### config.mk
export PLATFORM = sky130hd
export DESIGN_NAME = rsq_cell
export DESIGN_NICKNAME = d
export VERILOG_FILES = /design/src/rtl/core/assert_macros.svh /design/src/rtl/core/rsq_pkg.sv /design/src/rtl/core/rsq_cell.sv
export SDC_FILE = /design/constraint.sdc
export NUM_CORES = 1
export LEC_CHECK = 0
export ABC_AREA = 1
export BUFFER_PORTS_ARGS = -buffer_cell sky130_fd_sc_hd__buf_2
export CAP_MARGIN = 0
export CORE_AREA = 8 8 194 196
export CTS_BUF_LIST = sky130_fd_sc_hd__clkbuf_8
export DETAILED_ROUTE_END_ITERATION = 12
export DIE_AREA = 0 0 202 204
export PLACE_DENSITY = 0.66
export SLEW_MARGIN = 5
export SYNTH_ARGS = -nofsm -noshare
export SYNTH_HDL_FRONTEND = slang
export SYNTH_SLANG_ARGS = --single-unit
### constraint.sdc
create_clock -name clk -period 2.4 [get_ports clk]
set_input_delay 0.72 -clock clk [delete_from_list [all_inputs] [get_ports clk]]
set_output_delay 0.72 -clock clk [all_outputs]
set_load 0.03 [all_outputs]
### src/rtl/core/assert_macros.svh
// ----------------------------------------------------------------------------
// Assertion macros
// Shared concurrent assertion wrappers, clocked on clk; RSQ_ASSERT is disabled in reset.
// ----------------------------------------------------------------------------
`ifndef ASSERT_MACROS_SVH
`define ASSERT_MACROS_SVH

// Checked at every rising edge of clk once reset is released
`define RSQ_ASSERT(lbl, prop, msg) \
  lbl: assert property (@(posedge clk) disable iff (!rst_n) (prop)) else $error(msg);

// Checked at every rising edge of clk, reset included
`define RSQ_ASSERT_ALWAYS(lbl, prop, msg) \
  lbl: assert property (@(posedge clk) (prop)) else $error(msg);

`endif

### src/rtl/core/rsq_pkg.sv
// ----------------------------------------------------------------------------
// rsq_pkg
// Types, constants and the arctangent table for the rotated sprite setup.
// ----------------------------------------------------------------------------
package rsq_pkg;

  localparam int COORD_WIDTH_DEF = 16;
  localparam int ANGLE_WIDTH_DEF = 16;
  localparam int NUM_STEPS       = 16;

  // register indexes
  localparam logic [1:0] REG_TEX_WIDTH  = 2'd0;
  localparam logic [1:0] REG_TEX_HEIGHT = 2'd1;
  localparam logic [1:0] REG_COLOR      = 2'd2;

  // corner codes
  localparam logic [1:0] CORNER_TL = 2'd0;
  localparam logic [1:0] CORNER_TR = 2'd1;
  localparam logic [1:0] CORNER_BR = 2'd2;
  localparam logic [1:0] CORNER_BL = 2'd3;

  localparam logic [15:0] UV_ONE     = 16'd32768;
  localparam logic signed [17:0] CORDIC_X0 = 18'sd19898;

  typedef struct packed {
    logic signed [15:0] dest_x;
    logic signed [15:0] dest_y;
    logic [14:0]        dest_width;
    logic [14:0]        dest_height;
    logic [15:0]        source_x;
    logic [15:0]        source_y;
    logic [15:0]        source_width;
    logic [15:0]        source_height;
    logic [15:0]        rotation_angle;
    logic signed [15:0] pivot_offset_x;
    logic signed [15:0] pivot_offset_y;
    logic [3:0]         mode_bits;
  } sprite_req_t;

  typedef struct packed {
    logic [1:0]         corner_index;
    logic signed [15:0] position_x;
    logic signed [15:0] position_y;
    logic [15:0]        tex_u;
    logic [15:0]        tex_v;
    logic [31:0]        vertex_color;
    logic               last_corner;
  } vertex_t;

  // one corner slot travelling down the cell row
  typedef struct packed {
    logic [1:0]         corner;
    logic signed [18:0] ox;
    logic signed [18:0] oy;
    logic signed [19:0] pax;
    logic signed [19:0] pay;
    logic signed [17:0] cx;
    logic signed [17:0] cy;
    logic signed [17:0] cz;
    logic               neg;
    logic [28:0]        rem_u;
    logic [28:0]        rem_v;
    logic [12:0]        du;
    logic [12:0]        dv;
    logic [15:0]        qu;
    logic [15:0]        qv;
    logic               ovf_u;
    logic               ovf_v;
  } slot_t;

  // arctangent of 2^-i in 16-bit binary angle units
  function automatic logic [13:0] atan_unit(input int i);
    logic [13:0] r;
    case (i)
      0:       r = 14'd8192;
      1:       r = 14'd4836;
      2:       r = 14'd2555;
      3:       r = 14'd1297;
      4:       r = 14'd651;
      5:       r = 14'd326;
      6:       r = 14'd163;
      7:       r = 14'd81;
      8:       r = 14'd41;
      9:       r = 14'd20;
      10:      r = 14'd10;
      11:      r = 14'd5;
      12:      r = 14'd3;
      13:      r = 14'd1;
      14:      r = 14'd1;
      default: r = 14'd0;
    endcase
    return r;
  endfunction

endpackage

### src/rtl/core/rsq_cell.sv
// ----------------------------------------------------------------------------
// rsq_cell
// One cell of the row: a CORDIC micro-rotation and one quotient bit for u, v.
// ----------------------------------------------------------------------------
module rsq_cell
  import rsq_pkg::*;
#(
  parameter int STEP = 0
) (
  input  logic  clk,
  input  logic  rst_n,
  input  logic  valid_in,
  input  slot_t slot_in,
  output logic  valid_out,
  output slot_t slot_out
);

  localparam int QBIT = NUM_STEPS - 1 - STEP;

  logic          valid_r;
  slot_t         slot_r;
  slot_t         slot_nxt;
  logic signed [17:0] xs;
  logic signed [17:0] ys;
  logic [28:0]   sub_u;
  logic [28:0]   sub_v;
  logic signed [17:0] atan_s;

  // micro-rotation and restoring divide step
  always_comb begin
    slot_nxt = slot_in;
    xs       = slot_in.cx >>> STEP;
    ys       = slot_in.cy >>> STEP;
    atan_s   = signed'({4'b0, atan_unit(STEP)});
    if (!slot_in.cz[17]) begin
      slot_nxt.cx = slot_in.cx - ys;
      slot_nxt.cy = slot_in.cy + xs;
      slot_nxt.cz = slot_in.cz - atan_s;
    end else begin
      slot_nxt.cx = slot_in.cx + ys;
      slot_nxt.cy = slot_in.cy - xs;
      slot_nxt.cz = slot_in.cz + atan_s;
    end
    sub_u = {16'b0, slot_in.du} << QBIT;
    sub_v = {16'b0, slot_in.dv} << QBIT;
    if (slot_in.rem_u >= sub_u) begin
      slot_nxt.rem_u    = slot_in.rem_u - sub_u;
      slot_nxt.qu[QBIT] = 1'b1;
    end
    if (slot_in.rem_v >= sub_v) begin
      slot_nxt.rem_v    = slot_in.rem_v - sub_v;
      slot_nxt.qv[QBIT] = 1'b1;
    end
  end

  always_ff @(posedge clk) begin
    if (!rst_n) begin
      valid_r <= 1'b0;
    end else begin
      valid_r <= valid_in;
    end
    slot_r <= slot_nxt;
  end

  assign valid_out = valid_r;
  assign slot_out  = slot_r;

endmodule

---- Word-level counts from Yosys, hierarchy flattened ----
Cells that the tools add are included.
storage, ports and cells
  register bits ........................... 254
  bits of input ports ..................... 256
  output and inout bits ................... 254
  logic and storage cells ................. 32
operators by class
  add/subtract/negate cells ............... 7
  $lt $le $gt $ge ......................... 2
  muxes and demuxes ....................... 3
operator list
  kind                                                  count
  greater-or-equal comparator 29 x 28 -> 1 bit          2
  2-to-1 mux 29 bit                                     2
  subtractor 29 x 28 -> 29 bit                          2
  2-to-1 mux 54 bit                                     1
  subtractor 18 bit                                     2
  adder 18 x 15 -> 18 bit (second input constant)       1
  adder 18 bit                                          1
  subtractor 18 x 15 -> 18 bit (second input constant)  1

---- Longest topological paths before layout ----
  word-level depth ........................ 2
  mapped depth ............................ 15
  mapped depth without buffers ............ 15

---- Worst setup path after synthesis ----
OpenSTA, ideal clock, no wires.
  kind .................................... in2reg
  from .................................... in slot_in[75] in the netlist's numbering
  to ...................................... reg slot_r (netlist bit slot_out[78])
  library setup time ...................... 0.112 ns
  data arrival time ....................... 2.207 ns
  data required time ...................... 2.288 ns
  path slack .............................. 0.081 ns
  stages .................................. 12
  path buffers ............................ 1
  cells stage by stage .................... inv_1 -> ha_1 -> fa_1 -> o21ai_2 -> nand2_1 -> nand2_1 -> nand3_1 -> nand3_2 -> inv_2 -> buf_6 -> nand2_1 -> nand2_1
RTL lines
  element               line            text
  from (decl)           rsq_cell.sv:13  input slot_t slot_in,
  to (signal assigned)  rsq_cell.sv:62  slot_r <= slot_nxt;
  to (decl)             rsq_cell.sv:21  slot_t slot_r;

==> impl_metrics.tcl <==
set metrics [dict create \
    path_max_fanout 10 \
    p_leak_uw 0.00814 \
    cts_setup_buffers 0 \
    outcome "complete, no violations" \
    slew_violations 0 \
    placed_cell_area_mm2 0.0140 \
    synth_top_family_by_area "simple AND/OR/NAND/NOR gates" \
    vias_per_cell 4.49 \
    criticalPathCategory "in2reg" \
    dieArea_mm2 0.0412 \
    syn-num-nets 1574 \
    crit_arrival_ns 2.49 \
    num_rows 69 \
    peakVddDrop_mv 0.543 \
    fin_crit_sh_pct 84.0 \
    die_w_um 202 \
    syn_area_mm2 0.0103 \
    first_iter_violations 537 \
    critPathSlowestCell "ha_1" \
    synth_area_leader_cell "dfxtp_1" \
    start_kind "input port" \
    design_area_mm2 0.0150 \
    h-tree-depth 2 \
    start_util_pct 29.6 \
    end_kind "flip-flop" \
    min_from "slot_in[203]" \
    place_inst 2273 \
    synth-compound-area-share_pct 8.32 \
    ys.warnings.count 0 \
    powerDensity_mw_per_mm2 801 \
    p_total_uw 12000 \
    syn_inst 1232 \
    drt-total-wl_um 42900 \
    antenna_found_initial 8 \
    top_layer "met5" \
    synth_edf_count 0 \
    coreArea_mm2 0.0348 \
    clock_sinks 253 \
    die_h_um 204 \
    ioPinCount 510 \
    grt_pass1_wl_um 63800 \
    first_global_vias 10900 \
    wl_per_cell_um 18.2 \
    antenna_left 0 \
    setup_viol 0 \
    wl_met2_um 22200 \
    fin_nets 2199 \
    relSlewSlack_pct 69.0 \
    worst_pin_slew_ns 0.460 \
    critical-path-top-delay-family "compound AO/OA/AOI/OAI gates" \
    rsz0062_at_grt "no" \
    num_vias 10600 \
    layout_common_cells "509 x buf_2, 304 x nand2_1, 253 x dfxtp_1, 156 x inv_1, 95 x buf_4" \
    synthFlopType "dfxtp_1" \
    area_growth_pct 45.3 \
    synth-xor-area-share_pct 2.72 \
    hold_class "in2reg" \
    synthMuxAreaShare_pct 0 \
    yosysSeqAreaShare_pct 49.1 \
    crit_buf_inv 3 \
    grt-ovfl-total 0 \
    remaining_drc_errors 0 \
    drt-met1-wl_um 16700 \
    period_minus_slack_ns 2.02 \
    cts_tree "yes" \
    synth_area_per_cell_um2 8.37 \
    crit_chain "buf_2, inv_1, ha_1, o21bai_1, a21oi_1, nand2_1, a21oi_1, inv_1, nand2_1, nand3_1, nand2_1" \
    ys_async_sr_fraction_pct 0 \
    cts-root-buf "clkbuf_8" \
    synth_fa_ha_area_share_pct 10.9 \
    hold_viol 0 \
    route.met3.wl_um 2680 \
    cts_resized 0 \
    max_freq_ghz 0.496 \
    finalSetupTns_ns 0 \
    holdWs_ns 0.261 \
    grt_use_total_pct 19.8 \
    ys_ff_latch 253 \
    globalplace.congestion 0.960 \
    synth-simple-area-share_pct 22.0 \
    grt_start_max_net_pins 35 \
    port_buffers 509 \
    crit_start "slot_in[143]" \
    dp_hpwl_um 36400 \
    drt_pre_antenna_iters 7 \
    crit_path_max_incr_delay_ns 0.48 \
    max-cap-violations 0 \
    n_antenna_cell 0 \
    fin_cells 2351 \
    drive_gt1_share_pct 37.1 \
    cts_max_path_buffers 3 \
    path_clk_slew_ns 0.07 \
    crit_top_cell "nand2_1" \
    synth.distinct_cells 39 \
    synth_top_area_share_pct 49.1 \
    cts_buffers 43 \
    holdBufCountCts 0 \
    synth_area_leaders "dfxtp_1 49%, nand2_1 11%, ha_1 9.7%, inv_1 5.4%, nand3_1 4.5%" \
    final_common_cell "buf_2" \
    crit_required_ns 2.87 \
]
[cells by family (layout without fill, tap and decap cells)]
family | count (synthesis) | count (layout)
xor gates and xnor gates | 32 | 32
buffers and inverters | 177 | 835
AOI/OAI and AO/OA | 153 | 153
DFF | 253 | 253
adders and majority gates | 86 | 86
and+or+nand+nor | 531 | 531
[where the power goes]
group / leakage, µW / total (µW) / internal (µW) / switching, µW
registers: 0.00213 / 4690 / 4580 / 113
logic: 0.00549 / 3040 / 1020 / 2030
clock network: 0.000514 / 4270 / 2450 / 1820
[cell usage after synthesis (13+ instances only)]
master      n
nand2_1   304
dfxtp_1   253
inv_1     147
nand3_1    93
nor2_1     82
ha_1       80
a21oi_1    64
o21ai_0    50
xor2_1     28
buf_2      13
o21bai_1   13
[layout make-up]
type | count | area, µm²
multi-input combinational | 802 | 4530
clock buffer | 53 | 729
clock inverter | 25 | 230
tap | 461 | 577
fill | 3500 | 19800
sequential | 253 | 5060
timing repair buffer | 605 | 3280
inverter | 152 | 571
[routing by layer]
metal	vias to the layer above	GRT usage [%]
met5	-	0
met1	4907	21.8
met3	71	4.71
met4	2	6.21
met2	393	37.0
li1	5187	-
[through the flow]
step | setup slack (ns) | utilization (%)
2_1_floorplan | 0.0811 | -
4_1_cts | 0.423 | 43.1
6_report | 0.383 | 43.1
3_5_place_dp | -0.109 | 40.3
3_3_place_gp | -0.121 | 40.3
5_1_grt | 0.269 | 43.1
[registers in the layout (all words and copies together), names as in the netlist]
| signal | count |
|---|---|
| slot_out | 252 |
| valid_out | 1 |
[worst paths after layout]
check / endpoint / slack (ns) / depth (start not counted)
min: slot_out[203]$_DFF_P_ / 0.26 / 1
max: slot_out[148]$_DFF_P_ / 0.38 / 11
Note: power is estimated with default switching activity, not from simulation.
