### config.mk
export PLATFORM = sky130hd
export DESIGN_NAME = rsq_rotate
export DESIGN_NICKNAME = d
export VERILOG_FILES = /design/src/rtl/core/assert_macros.svh /design/src/rtl/core/rsq_pkg.sv /design/src/rtl/core/rsq_rotate.sv
export SDC_FILE = /design/constraint.sdc
export NUM_CORES = 2
export LEC_CHECK = 0
export BUFFER_PORTS_ARGS = -buffer_cell sky130_fd_sc_hd__buf_4
export CORE_MARGIN = 2
export CORE_UTILIZATION = 55
export CTS_CLUSTER_SIZE = 16
export DETAILED_ROUTE_END_ITERATION = 6
export HOLD_SLACK_MARGIN = 0.08
export PLACE_DENSITY = 0.75
export SLEW_MARGIN = 30
export SYNTH_ARGS = -nofsm -noshare
export SYNTH_HDL_FRONTEND = slang
export SYNTH_SLANG_ARGS = --single-unit
### constraint.sdc
create_clock -name clk -period 28.2 [get_ports clk]
set_clock_uncertainty 0.2 [all_clocks]
set_input_delay 4.23 -clock clk [delete_from_list [all_inputs] [get_ports clk]]
set_output_delay 4.23 -clock clk [all_outputs]
set_load 0.1 [all_outputs]
### src/rtl/core/assert_macros.svh
// ----------------------------------------------------------------------------
// Assertion macros
// Shared concurrent assertion wrappers, clocked on clk; RSQ_ASSERT is disabled in reset.
// ----------------------------------------------------------------------------
`ifndef ASSERT_MACROS_SVH
`define ASSERT_MACROS_SVH

// Checked at every rising edge of clk once reset is released
`define RSQ_ASSERT(lbl, prop, msg) \
  lbl: assert property (@(posedge clk) disable iff (!rst_n) (prop)) else $error(msg);

// Checked at every rising edge of clk, reset included
`define RSQ_ASSERT_ALWAYS(lbl, prop, msg) \
  lbl: assert property (@(posedge clk) (prop)) else $error(msg);

`endif

### src/rtl/core/rsq_pkg.sv
// ----------------------------------------------------------------------------
// rsq_pkg
// Types, constants and the arctangent table for the rotated sprite setup.
// ----------------------------------------------------------------------------
package rsq_pkg;

  localparam int COORD_WIDTH_DEF = 16;
  localparam int ANGLE_WIDTH_DEF = 16;
  localparam int NUM_STEPS       = 16;

  // register indexes
  localparam logic [1:0] REG_TEX_WIDTH  = 2'd0;
  localparam logic [1:0] REG_TEX_HEIGHT = 2'd1;
  localparam logic [1:0] REG_COLOR      = 2'd2;

  // corner codes
  localparam logic [1:0] CORNER_TL = 2'd0;
  localparam logic [1:0] CORNER_TR = 2'd1;
  localparam logic [1:0] CORNER_BR = 2'd2;
  localparam logic [1:0] CORNER_BL = 2'd3;

  localparam logic [15:0] UV_ONE     = 16'd32768;
  localparam logic signed [17:0] CORDIC_X0 = 18'sd19898;

  typedef struct packed {
    logic signed [15:0] dest_x;
    logic signed [15:0] dest_y;
    logic [14:0]        dest_width;
    logic [14:0]        dest_height;
    logic [15:0]        source_x;
    logic [15:0]        source_y;
    logic [15:0]        source_width;
    logic [15:0]        source_height;
    logic [15:0]        rotation_angle;
    logic signed [15:0] pivot_offset_x;
    logic signed [15:0] pivot_offset_y;
    logic [3:0]         mode_bits;
  } sprite_req_t;

  typedef struct packed {
    logic [1:0]         corner_index;
    logic signed [15:0] position_x;
    logic signed [15:0] position_y;
    logic [15:0]        tex_u;
    logic [15:0]        tex_v;
    logic [31:0]        vertex_color;
    logic               last_corner;
  } vertex_t;

  // one corner slot travelling down the cell row
  typedef struct packed {
    logic [1:0]         corner;
    logic signed [18:0] ox;
    logic signed [18:0] oy;
    logic signed [19:0] pax;
    logic signed [19:0] pay;
    logic signed [17:0] cx;
    logic signed [17:0] cy;
    logic signed [17:0] cz;
    logic               neg;
    logic [28:0]        rem_u;
    logic [28:0]        rem_v;
    logic [12:0]        du;
    logic [12:0]        dv;
    logic [15:0]        qu;
    logic [15:0]        qv;
    logic               ovf_u;
    logic               ovf_v;
  } slot_t;

  // arctangent of 2^-i in 16-bit binary angle units
  function automatic logic [13:0] atan_unit(input int i);
    logic [13:0] r;
    case (i)
      0:       r = 14'd8192;
      1:       r = 14'd4836;
      2:       r = 14'd2555;
      3:       r = 14'd1297;
      4:       r = 14'd651;
      5:       r = 14'd326;
      6:       r = 14'd163;
      7:       r = 14'd81;
      8:       r = 14'd41;
      9:       r = 14'd20;
      10:      r = 14'd10;
      11:      r = 14'd5;
      12:      r = 14'd3;
      13:      r = 14'd1;
      14:      r = 14'd1;
      default: r = 14'd0;
    endcase
    return r;
  endfunction

endpackage

### src/rtl/core/rsq_rotate.sv
// ----------------------------------------------------------------------------
// rsq_rotate
// Rotates the corner offset by sine/cosine, rounds, saturates, forms vertex.
// ----------------------------------------------------------------------------
module rsq_rotate
  import rsq_pkg::*;
#(
  parameter int COORD_WIDTH = COORD_WIDTH_DEF
) (
  input  logic        clk,
  input  logic        rst_n,
  input  logic        valid_in,
  input  slot_t       slot_in,
  input  logic [31:0] color,
  output logic        out_valid,
  output vertex_t     out_vtx
);

  localparam int SAT_W = (COORD_WIDTH > 16) ? 16 : COORD_WIDTH;
  localparam logic signed [39:0] POS_HI = (40'sd1 <<< (SAT_W - 1)) - 40'sd1;
  localparam logic signed [39:0] POS_LO = -POS_HI - 40'sd1;
  localparam logic signed [39:0] HALF   = 40'sd32768;

  logic signed [18:0] cs;
  logic signed [18:0] sn;
  logic               valid_r;
  logic [1:0]         corner_r;
  logic signed [19:0] pax_r;
  logic signed [19:0] pay_r;
  logic signed [36:0] pxc_r;
  logic signed [36:0] pys_r;
  logic signed [36:0] pxs_r;
  logic signed [36:0] pyc_r;
  logic [15:0]        u_r;
  logic [15:0]        v_r;
  logic signed [39:0] sum_x;
  logic signed [39:0] sum_y;
  logic signed [39:0] sh_x;
  logic signed [39:0] sh_y;
  logic signed [15:0] pos_x;
  logic signed [15:0] pos_y;
  vertex_t            vtx_nxt;
  logic               out_valid_r;
  vertex_t            out_vtx_r;

  // undo the quadrant fold
  always_comb begin
    cs = slot_in.neg ? -{slot_in.cx[17], slot_in.cx} : {slot_in.cx[17], slot_in.cx};
    sn = slot_in.neg ? -{slot_in.cy[17], slot_in.cy} : {slot_in.cy[17], slot_in.cy};
  end

  // products stage
  always_ff @(posedge clk) begin
    if (!rst_n) begin
      valid_r <= 1'b0;
    end else begin
      valid_r <= valid_in;
    end
    corner_r <= slot_in.corner;
    pax_r    <= slot_in.pax;
    pay_r    <= slot_in.pay;
    pxc_r    <= 37'(slot_in.ox * cs);
    pys_r    <= 37'(slot_in.oy * sn);
    pxs_r    <= 37'(slot_in.ox * sn);
    pyc_r    <= 37'(slot_in.oy * cs);
    u_r      <= slot_in.ovf_u ? UV_ONE : slot_in.qu;
    v_r      <= slot_in.ovf_v ? UV_ONE : slot_in.qv;
  end

  // sum, round half up, saturate
  always_comb begin
    sum_x = (40'(pax_r) <<< 15) + 40'(pxc_r) - 40'(pys_r) + HALF;
    sum_y = (40'(pay_r) <<< 15) + 40'(pxs_r) + 40'(pyc_r) + HALF;
    sh_x  = sum_x >>> 16;
    sh_y  = sum_y >>> 16;
    if (sh_x > POS_HI)      pos_x = POS_HI[15:0];
    else if (sh_x < POS_LO) pos_x = POS_LO[15:0];
    else                    pos_x = sh_x[15:0];
    if (sh_y > POS_HI)      pos_y = POS_HI[15:0];
    else if (sh_y < POS_LO) pos_y = POS_LO[15:0];
    else                    pos_y = sh_y[15:0];
    vtx_nxt.corner_index = corner_r;
    vtx_nxt.position_x   = pos_x;
    vtx_nxt.position_y   = pos_y;
    vtx_nxt.tex_u        = u_r;
    vtx_nxt.tex_v        = v_r;
    vtx_nxt.vertex_color = color;
    vtx_nxt.last_corner  = (corner_r == CORNER_BL);
  end

  always_ff @(posedge clk) begin
    if (!rst_n) begin
      out_valid_r <= 1'b0;
    end else begin
      out_valid_r <= valid_r;
    end
    out_vtx_r <= vtx_nxt;
  end

  assign out_valid = out_valid_r;
  assign out_vtx   = out_vtx_r;

endmodule
# After elaboration in Yosys (flattened, before gate mapping)
# Index checks and enable logic that the tools add are counted.
# classes
n_addsub	8
mul	4
n_lt_le_gt_ge	4
eq_ne	1
muxes	4
# ops
op	n
$mul A19 B19 Y37	4
$add A39 B17 Y40 const B	2
$add A35 B37 Y38	2
$gt A24 B16 Y1 const B	2
$lt A24 B16 Y1 const B	2
$add A38 B37 Y39	1
$sub A38 B37 Y39	1
$mux W19	2
$neg A19 Y19	2
$mux W16	2
$eq A2 B2 Y1 const B	1
# totals
reg_bits	323
input_bits	288
output_inout_bits	100

# Logic depth before layout (Yosys ltp)
# depth
depth_word	5
depth_mapped	36
depth_no_buf	32

# Least setup slack after synthesis
# No wires, ideal clock.
# synth_path
path_type	input-to-reg
startpoint	in slot_in[155] (netlist name)
endpoint	reg pyc_r[35]
arrival_time_ns	12.122
required_ns	27.894
slack_ns	15.772
stages	33
n_path_buf	4
path_cell_list	clkbuf_1 > clkbuf_1 > inv_1 > ha_1 > nand2_1 > or4_1 > o41ai_1 > xnor2_1 > clkbuf_1 > clkbuf_1 > nand2_1 > fa_1 > inv_1 > fa_1 > inv_1 > fa_1 > inv_1 > fa_1 > fa_1 > inv_1 > fa_1 > fa_1 > inv_1 > ha_1 > o21a_1 > o21ai_0 > a41oi_1 > a311o_1 > a21o_1 > a221o_1 > a21oi_1 > o31ai_1 > o311ai_0
# synth_between
elab_chain_cells	3
# synth_rtl
item	line_no	text
start, declared	rsq_rotate.sv:13	input slot_t slot_in,
$neg A19 Y19	rsq_rotate.sv:48	cs = slot_in.neg ? -{slot_in.cx[17], slot_in.cx} : {slot_in.cx[17], slot_in.cx};
$mux W19 *	rsq_rotate.sv:48	
$mul A19 B19 Y37 *	rsq_rotate.sv:65	pyc_r <= 37'(slot_in.oy * cs);
end signal, assigned	rsq_rotate.sv:65	
end, declared	rsq_rotate.sv:33	logic signed [36:0] pyc_r;
# Every way passes the cells marked *; elsewhere a longest branch is shown, timed or not.
# A chain may end at the register's enable or synchronous reset.

# Worst setup path in the final report
# layout_path
startpoint	in slot_in[155] (netlist name)
endpoint	reg pyc_r[36]
# The elaborated chain is that of the path after synthesis.

==> results_dict.tcl <==
set metrics [dict create \
    synthFlopType "dfxtp_1" \
    seqCellArea_um2 6470 \
    fill_cells 9871 \
    cts_root_buf "clkbuf_16" \
    synthCells 6931 \
    chipHeight_um 349 \
    gp_congestion 0.863 \
    path_max_fanout 41 \
    vias 45500 \
    final_common_cell "inv_1" \
    yosysUniqueCellTypes 81 \
    area_growth_pct 7.41 \
    routed_wl_um 145000 \
    via_per_inst 5.32 \
    drt_pass1_iterations 6 \
    grt-ovfl-total 0 \
    use_met2_pct 43.0 \
    hp-class "flip-flop to flip-flop" \
    place_hpwl_um 111000 \
    tns_ns 0 \
    critPathLaunchType "input port" \
    drv_cap 0 \
    crit_slowest_cell "fa_1" \
    grt_pass1_vias 49600 \
    utilization_pct 59.6 \
    synth-seq-cells 323 \
    finalCritPeriodShare_pct 45.2 \
    fin_crit_ns 12.73 \
    row_count 126 \
    async_flop_share_pct 0 \
    fmax_mhz 78.5 \
    busiest_layer "met2" \
    grt_use_met1_pct 32.6 \
    synth_enable_flop_cells 0 \
    multi_input_area_um2 52100 \
    hold_buffers 0 \
    rsz0062_at_grt "no" \
    crit_arrival_ns 13.05 \
    drt-initial-drc-count 2904 \
    setup_violations 0 \
    yosysWarnings 0 \
    clk_pin_slew_worst_paths_ns 0.06 \
    start_util_pct 55.5 \
    drive_above_1_share_pct 6.97 \
    drcViolationCount 0 \
    syn_nets 9329 \
    yosysTopAreaCell "fa_1" \
    clkSinkCount 323 \
    synth_top_area_share_pct 45.6 \
    synth_area_um2 65600 \
    worst_slew_pin_slew_ns 0.845 \
    h-tree-depth 2 \
    seq_area_frac_synth_pct 9.85 \
    dieWidth_um 349 \
    cp-end-kind "flip-flop" \
    grt_pass1_wl_um 247000 \
    cts_setup_buffers 0 \
    io_pins 388 \
    cts_buffers 40 \
    hold_slack_ns 0.125 \
    coreArea_um2 118000 \
    critical-path-max-stage-delay_ns 0.52 \
    drt.antenna.violating_nets 0 \
    slew_headroom_pct 43.5 \
    clockBufferDepth 3 \
    hold_viol_final 0 \
    die_area_um2 122000 \
    cts_resized 0 \
    cts_tree "done" \
    grt_max_degree 42 \
    grt_antenna_before_repair 2 \
    met3_usage_pct 3.15 \
    synthTopCellsByArea "fa_1 (46%), ha_1 (12%), dfxtp_1 (9.9%), inv_1 (9.4%), and2_1 (5.6%)" \
    port-buffer-count 285 \
    clk_latency_ns 0.65 \
    final_cell_mix "inv_1 (1,639), fa_1 (1,496), nand2_1 (875)" \
    grt_usage_pct 25.2 \
    slew_viol_final 0 \
    final_nets 9380 \
    syn_avg_cell_area_um2 9.47 \
    critical_path_class "input port to flip-flop" \
    wl_per_cell_um 17.0 \
    outcome "finished clean" \
    required_ns 28.52 \
]
==> through the flow <==
stage | std cells | setup WS, ns | area [µm²]
final | 8550 | 15.47 | 70500
after global routing | 8550 | 15.05 | 70500
after CTS | 8548 | 15.63 | 70500
after detailed placement | 8476 | 14.98 | 69100
after global placement | 8475 | 14.95 | 69100
after floorplan | 6931 | 15.77 | 65600
==> path summary, 6_finish.rpt <==
check,slack [ns],end,from,cells past startpoint
setup reg to reg,22.68,out_vtx[91]$_SDFF_PN1_,pxc_r[8]$_DFF_P_,15
setup / recovery,15.47,pyc_r[36]$_DFF_P_,slot_in[155],33
hold / removal,0.12,out_vtx[42]$_DFF_P_,v_r[9]$_SDFF_PP0_,0
hold reg to reg,0.12,out_vtx[42]$_DFF_P_,v_r[9]$_SDFF_PP0_,0
==> critical path, delay by kind of cell <==
family / cells / cell delay (ns)
fa+ha+maj: 9 / 3.67
buf+inv: 8 / 1.11
compound gates: 9 / 2.43
xor+xnor: 2 / 0.30
simple gates: 5 / 1.25
==> logic make-up after synthesis <==
logic type	Yosys count	share of synthesized area (%)
muxes	8	0.124
AOI/OAI and AO/OA	472	4.84
xor gates and xnor gates	239	3.20
adders and majority gates	2110	57.3
DFF	323	9.85
buffers and inverters	1955	11.2
and+or+nand+nor	1824	13.5
==> flip-flops by register name, indices dropped and copies added, names as in the netlist, 16 cells and up <==
register and flops:
out_vtx 99, pxc_r 37, pxs_r 37, pyc_r 37, pys_r 37, pax_r 20, pay_r 20, u_r 16
v_r 16
==> layer usage <==
layer,up-vias,wire [µm]
li1,20500,-
met1,23300,58000
met2,1494,71300
met3,285,9110
met4,0,6880
met5,-,0
==> cell usage after synthesis, drive strengths merged (4+ instances only) <==
library cell,n
nand2,875
and3,17
nand3,37
nor2,138
xor2,58
o21a,30
o21ai,81
nor4,6
mux2i,7
a211oi,10
a31oi,13
o211ai,4
nor3,29
or3,9
a41oi,8
and2,588
fa,1496
nor2b,46
nand3b,5
clkbuf,312
o41ai,9
nand2b,20
or2,30
dfxtp,323
a31o,4
o31ai,16
nand4,11
a21o,78
inv,1639
a221oi,4
a211o,8
o2111ai,4
o311ai,5
a21boi,4
buf,4
ha,614
xnor2,181
a21oi,138
o21bai,28
==> cell type report <==
class                           count  area share (%)
Clock inverter                     21           0.449
Tap cell                         1536            2.73
Multi-Input combinational cell   4653            73.9
Inverter                         1639            8.73
Clock buffer                       51            1.55
Sequential cell                   323            9.17
Antenna cell                        2         0.00710
Timing Repair Buffer              325            3.46
Power is left out: the tool's default activity adds up to more than one toggle a clock period on the data nets, which glitch-free logic cannot reach.
